===== src/rtl/pva_pkg.sv =====
// pva_pkg: shared constants and codes for the voice allocator.
// Function and action codes, voice count and derived widths.
// No dependencies.
`timescale 1ns / 1ps
`default_nettype none

package pva_pkg;

    localparam int NUM_VOICES = 8;
    localparam int VOICE_W    = (NUM_VOICES > 1) ? $clog2(NUM_VOICES) : 1;

    // fixed field widths
    localparam int FUNC_W  = 3;
    localparam int NOTE_W  = 7;
    localparam int VAL_W   = 7;
    localparam int FIN_W   = 3;
    localparam int ACT_W   = 3;
    localparam int INDEX_W = 3;
    localparam int MASK_W  = 8;

    typedef enum logic [FUNC_W-1:0] {
        FUNC_NOTE_ON    = 3'd0,
        FUNC_NOTE_OFF   = 3'd1,
        FUNC_FINISHED   = 3'd2,
        FUNC_POLY_AT    = 3'd3,
        FUNC_CHANNEL_AT = 3'd4
    } t_func;

    typedef enum logic [ACT_W-1:0] {
        ACT_NONE       = 3'd0,
        ACT_FREE       = 3'd1,
        ACT_RETRIG     = 3'd2,
        ACT_STEAL      = 3'd3,
        ACT_RELEASE    = 3'd4,
        ACT_FINISHED   = 3'd5,
        ACT_AFTERTOUCH = 3'd6
    } t_action;

endpackage

`default_nettype wire


===== src/rtl/polyphonic_voice_allocator_top.sv =====
// polyphonic_voice_allocator_top: voice table with oldest-voice stealing.
// Depends on pva_pkg.
`timescale 1ns / 1ps
`default_nettype none

// Channel  Direction  Handshake                 Payload
// -------  ---------  ------------------------  ------------------------------------
// in       sink       i_in_valid / o_in_ready   i_func, i_note, i_note_velocity,
//                                               i_pressure, i_finished_voice
// out      source     o_out_valid / i_out_ready o_action, o_voice_index, o_voice_mask
//
// Timing: the result of a transfer on the in channel appears in the output
// register on the next cycle; one event per cycle is sustained as long as
// the out side takes results.
// The voice search, steal pick and age-rank update are one pass of logic
// between the voice table and the output register.
// Reset: synchronous, active low; clears the voice table, sets age ranks to
// the voice index and empties the output register.
// Stalls: a held result blocks new events only while i_out_ready is low.

module polyphonic_voice_allocator_top (
    input  wire                           i_clk,
    input  wire                           i_rst_n,
    input  wire                           i_in_valid,
    output logic                          o_in_ready,
    input  wire  [pva_pkg::FUNC_W-1:0]    i_func,
    input  wire  [pva_pkg::NOTE_W-1:0]    i_note,
    input  wire  [pva_pkg::VAL_W-1:0]     i_note_velocity,
    input  wire  [pva_pkg::VAL_W-1:0]     i_pressure,
    input  wire  [pva_pkg::FIN_W-1:0]     i_finished_voice,
    output logic                          o_out_valid,
    input  wire                           i_out_ready,
    output logic [pva_pkg::ACT_W-1:0]     o_action,
    output logic [pva_pkg::INDEX_W-1:0]   o_voice_index,
    output logic [pva_pkg::MASK_W-1:0]    o_voice_mask
);
    import pva_pkg::*;

    // voice table
    logic [NUM_VOICES-1:0]  r_active, n_active;
    logic [NOTE_W-1:0]      r_note     [NUM_VOICES], n_note     [NUM_VOICES];
    logic [VAL_W-1:0]       r_velocity [NUM_VOICES], n_velocity [NUM_VOICES];
    logic [VAL_W-1:0]       r_pressure [NUM_VOICES], n_pressure [NUM_VOICES];
    logic [VOICE_W-1:0]     r_rank     [NUM_VOICES], n_rank     [NUM_VOICES];

    // output register
    logic                   r_out_valid;
    t_action                r_action, n_action;
    logic [INDEX_W-1:0]     r_index, n_index;
    logic [MASK_W-1:0]      r_mask, n_mask;

    logic                   w_accept;
    logic [NUM_VOICES-1:0]  w_hit;        // inactive or same note
    logic [NUM_VOICES-1:0]  w_match;      // active and same note
    logic [VOICE_W-1:0]     w_first;      // lowest index in w_hit
    logic [VOICE_W-1:0]     w_oldest;     // voice at rank zero
    logic [VOICE_W-1:0]     w_sel;
    logic [VOICE_W-1:0]     w_fin;
    logic                   w_fin_ok;
    logic [NUM_VOICES-1:0]  w_vmask;

    assign o_in_ready = !r_out_valid || i_out_ready;
    assign w_accept   = i_in_valid && o_in_ready;

    assign w_fin    = VOICE_W'(i_finished_voice);
    assign w_fin_ok = 32'(i_finished_voice) < 32'(NUM_VOICES);

    // per-voice match flags, priority pick and oldest lookup
    always_comb begin
        w_first  = '0;
        w_oldest = '0;
        for (int i = 0; i < NUM_VOICES; i++) begin
            w_hit[i]   = !r_active[i] || (r_note[i] == i_note);
            w_match[i] = r_active[i] && (r_note[i] == i_note);
        end
        for (int i = NUM_VOICES - 1; i >= 0; i--) begin
            if (w_hit[i]) begin
                w_first = VOICE_W'(i);
            end
        end
        // ranks are a permutation, so exactly one voice holds rank zero
        for (int i = 0; i < NUM_VOICES; i++) begin
            if (r_rank[i] == '0) begin
                w_oldest = VOICE_W'(i);
            end
        end
    end

    assign w_sel = (|w_hit) ? w_first : w_oldest;

    // next table contents and result
    always_comb begin
        n_active   = r_active;
        n_note     = r_note;
        n_velocity = r_velocity;
        n_pressure = r_pressure;
        n_rank     = r_rank;
        n_action   = ACT_NONE;
        n_index    = '0;
        w_vmask    = '0;

        case (i_func)
            FUNC_NOTE_ON: begin
                if (!(|w_hit)) begin
                    n_action = ACT_STEAL;
                end else if (r_active[w_sel]) begin
                    n_action = ACT_RETRIG;
                end else begin
                    n_action = ACT_FREE;
                end
                n_note[w_sel]     = i_note;
                n_velocity[w_sel] = i_note_velocity;
                n_active[w_sel]   = 1'b1;
                // make newest: ranks above the chosen voice move down one
                for (int i = 0; i < NUM_VOICES; i++) begin
                    if (r_rank[i] > r_rank[w_sel]) begin
                        n_rank[i] = r_rank[i] - 1'b1;
                    end
                end
                n_rank[w_sel]  = VOICE_W'(NUM_VOICES - 1);
                n_index        = INDEX_W'(w_sel);
                w_vmask[w_sel] = 1'b1;
            end
            FUNC_NOTE_OFF: begin
                n_action = ACT_RELEASE;
                w_vmask  = w_match;
            end
            FUNC_FINISHED: begin
                if (w_fin_ok) begin
                    n_active[w_fin] = 1'b0;
                    n_action        = ACT_FINISHED;
                    n_index         = INDEX_W'(w_fin);
                    w_vmask[w_fin]  = 1'b1;
                end
            end
            FUNC_POLY_AT: begin
                for (int i = 0; i < NUM_VOICES; i++) begin
                    if (w_match[i]) begin
                        n_pressure[i] = i_pressure;
                    end
                end
                n_action = ACT_AFTERTOUCH;
                w_vmask  = w_match;
            end
            FUNC_CHANNEL_AT: begin
                for (int i = 0; i < NUM_VOICES; i++) begin
                    n_pressure[i] = i_pressure;
                end
                n_action = ACT_AFTERTOUCH;
                w_vmask  = '1;
            end
            default: begin
                n_action = ACT_NONE;
            end
        endcase

        // voices above the mask width fall outside
        n_mask = MASK_W'(w_vmask);
    end

    always_ff @(posedge i_clk) begin
        if (!i_rst_n) begin
            r_out_valid <= 1'b0;
            r_active    <= '0;
            for (int i = 0; i < NUM_VOICES; i++) begin
                r_note[i]     <= '0;
                r_velocity[i] <= '0;
                r_pressure[i] <= '0;
                r_rank[i]     <= VOICE_W'(i);
            end
        end else begin
            if (w_accept) begin
                r_out_valid <= 1'b1;
                r_active    <= n_active;
                r_note      <= n_note;
                r_velocity  <= n_velocity;
                r_pressure  <= n_pressure;
                r_rank      <= n_rank;
            end else if (i_out_ready) begin
                r_out_valid <= 1'b0;
            end
        end
    end

    // result payload, loaded on every transfer in
    always_ff @(posedge i_clk) begin
        if (w_accept) begin
            r_action <= n_action;
            r_index  <= n_index;
            r_mask   <= n_mask;
        end
    end

    assign o_out_valid   = r_out_valid;
    assign o_action      = r_action;
    assign o_voice_index = r_index;
    assign o_voice_mask  = r_mask;

endmodule

`default_nettype wire


===== config.mk =====
export PLATFORM = sky130hd
export DESIGN_NAME = polyphonic_voice_allocator_top
export DESIGN_NICKNAME = d
export VERILOG_FILES = /design/src/rtl/pva_pkg.sv /design/src/rtl/polyphonic_voice_allocator_top.sv
export SDC_FILE = /design/constraint.sdc
export NUM_CORES = 1
export LEC_CHECK = 0
export CAP_MARGIN = 20
export CORE_MARGIN = 1
export CORE_UTILIZATION = 48
export DETAILED_ROUTE_END_ITERATION = 7
export DONT_BUFFER_PORTS = 1
export PLACE_DENSITY_LB_ADDON = 0.2
export SKIP_CTS_REPAIR_TIMING = 1
export SLEW_MARGIN = 10
export SYNTH_ARGS = -nofsm -noshare
export SYNTH_HDL_FRONTEND = slang
export SYNTH_SLANG_ARGS = --single-unit

===== constraint.sdc =====
create_clock -name i_clk -period 6 [get_ports i_clk]
set_input_delay 1.2 -clock i_clk [delete_from_list [all_inputs] [get_ports i_clk]]
set_output_delay 1.2 -clock i_clk [all_outputs]
set_load 0.005 [all_outputs]

==> results by group <==
Worst setup path
  – Critical path start-end classification: in2reg
  – Element type at the critical path start: input port
  – Worst endpoint data arrival time: 5.54 ns
  – Critical Path Sink Type: register
  – Max stage delay on crit path: 0.65 ns
  – CP bufs+invs: 1
  – Req. time, crit path: 6.24 ns
  – Crit Path Max Fanout: 16
  – Critical-path cell list: xor2_1 -> nor4_1 -> a41oi_2 -> or4b_1 -> o32a_1 -> nand2b_1 -> nor2_1 -> a21oi_1 -> o221ai_1 -> a221o_1 -> ha_1 -> inv_1 -> a211oi_1 -> o21ai_0 -> o211ai_1 -> nand4_1 -> a211o_1
  – Max stage delay cell, worst path: nor4_1
  – Delay-heaviest family, CP: compound AO/OA/AOI/OAI gates

STA
  – Slew margin rel.: 42.4%
  – Worst-Margin Slew: 0.864 ns
  – RSZ-0062 raised after global routing: no
  – TNS Setup: 0 ns
  – Setup violators final: 0
  – Fin crit period: 5.30 ns
  – Fin crit share: 88.3%
  – Skew final: 0.00627 ns
  – Hold slack final: 0.467 ns
  – Slew Viols, Final: 0
  – Hold Fails Final Rpt: 0
  – F_max: ~190 MHz

Yosys
  – Sequential area share after synthesis: between 30% and 40%
  – Yosys cell types: 66
  – Post-synth EDFFs: 14
  – Netlist Area Pre-Place: between 0.006 and 0.007 mm²
  – Syn_nets: 823
  – Synth Register Bits: 103
  – Ys Warns: 0
  – Most frequent cells after synthesis: dfxtp_1, nand2_1, a21oi_1
  – Synth area leaders: dfxtp_1, edfxtp_1, ha_1
  – Synth top area share: 28.4%
  – FFs w/ async S/R, synth: 0%
  – Post-Syn Area per Cell: 8.25 µm²
  – Ys flop type: dfxtp_1
  – Cell taking the most area after synthesis: dfxtp_1
  – Synth Instances: 761

Outcome
  – Run status: finished clean

Global routing
  – Initial antenna violation count: 0
  – First-pass GRT wire length: 25900 µm
  – Remaining global-route overflow: 0
  – Largest net degree at the start of global routing: 81
  – Total global-route track usage: 25.1%
  – Vias in the first global route: slightly above 5000

Clock network
  – Clock buffer depth: 2
  – H-tree Lvls: 3
  – Clk root buf: clkbuf_16
  – CTS clk-pin slew, worst paths: 0.07 ns
  – Skew-Pair Late Insertion Delay: between 0.3 and 0.4 ns
  – Sink Count: 103
  – CTS Buf Count: 9
  – CTS tree: built

Cells and area
  – Area delta synth->final: 5.88%
  – # fillers: 1208
  – Cell area after layout: 0.00665 mm²
  – Final #Nets: 796
  – Layout cells sized above 1: 5.42%
  – ANT cells: 0
  – Fin util: 52.5%

Detailed routing
  – Routed len/inst: approximately 18 µm
  – Vias: 5416
  – Iter 0 DRT Violations: 405
  – Antenna-violating nets left: 0
  – DR pass1 iterations: 5
  – Highest metal used: met4
  – Number of vias per cell: around 6.0
  – Met2 wire length: 7440 µm
  – Wire length on met3: 895 µm
  – Routed WL: 16000 µm
  – Met1 Wirelength: 7200 µm
  – DRC violations left: 0

Place
  – Placer Congestion: 0.893
  – HPWL after DPL: 11500 µm
  – Port-buffer cells: 0
  – Cell Area, Placed: 0.00635 mm²

Floorplan
  – Ports: 47
  – Die ar.: 0.0135 mm²
  – Die Wd: about 120 µm
  – Die H: 116 µm
  – Placement row count: 41
  – Initial Util: between 40 and 50%
  – Total core area: approximately 0.013 mm²

Pwr
  – Leak pwr: 2.39 nW
  – VDD IR max: approximately 0.17 mV
  – Cell Pwr Density: 216 mW/mm²

Min path
  – Hold Path Class: reg2reg

Job
  – Max-cap violation count: 0
==> layout make-up <==
type | instances | area, µm² | area share, %
multi-input combinational | 570 | 3700 | 55.6
sequential | 103 | 2200 | 33.1
clock buffer | 9 | 225 | 3.39
tap | 172 | 215 | 3.24
inverter | 36 | 135 | 2.03
timing repair buffer | 14 | 105 | 1.58
clock inverter | 6 | 71.3 | 1.07
==> worst paths after layout <==
| kind | start | end | slack (ns) | cells past startpoint |
|---|---|---|---|---|
| hold / removal | r_note[5]$_SDFFE_PN0P_ | r_note[5]$_SDFFE_PN0P_ | 0.47 | 2 |
| setup reg to reg | r_note[54]$_SDFFE_PN0P_ | r_rank[5]$_SDFFE_PN1P_ | 1.23 | 17 |
| setup / recovery | i_note[5] | r_rank[5]$_SDFFE_PN1P_ | 0.70 | 17 |
| hold reg to reg | r_note[5]$_SDFFE_PN0P_ | r_note[5]$_SDFFE_PN0P_ | 0.47 | 2 |
==> routing by layer <==
metal,vias to the layer above,track usage (%)
met5,-,0
met4,0,10.3
met3,46,5.45
met2,168,40.8
met1,2559,32.1
li1,2643,-
==> cell families after synthesis <==
group                      count (synthesis)  synth area share, %
buffers and inverters                     88                 6.14
and+or+nand+nor                          261                 19.9
DFF                                      103                 35.1
xor gates and xnor gates                  61                 8.51
AOI/OAI and AO/OA                        187                 19.5
adders and majority gates                 35                 6.81
muxes                                     26                 4.16
==> power by group <==
part	switching (mW)	internal (mW)	total, mW
Sequential	0.00830	0.712	0.720
Clock	0.266	0.325	0.591
Combinational	0.0770	0.0518	0.129
==> tightest hold or removal path, cell delays in order, from the launching register on <==
cell and delay, ns:
dfxtp_1 0.32, nand2_1 0.05, a21oi_1 0.05
==> stage by stage <==
step                power (mW)  instances  worst slack [ns]
floorplan                0.855        761             0.479
CTS                       1.45        910             0.857
global placement         0.856        895             0.612
detailed placement       0.863        895             0.504
finish                    1.44        910             0.701
global route              1.49        910             0.341
==> cells in the final DEF (no fill, tap or decap), drive strengths merged, types with 20 or more instances in the layout <==
cell type / synthesis / final
inv: 35 / 37
xor2: 20 / 20
a21oi: 66 / 66
o21ai: 35 / 35
dfxtp: 89 / 89
ha: 31 / 31
mux2i: 25 / 25
xnor2: 41 / 41
nor2: 50 / 50
nand3: 31 / 31
nand2: 90 / 90
nor3: 21 / 21
==> state kept, by name, summed over array words and instances, names as in the netlist <==
name           cells
r_note            56
r_rank            24
o_voice_mask       8
r_active           8
o_action           3
o_voice_index      3
o_out_valid        1
Note: power is estimated with default switching activity, not from simulation.
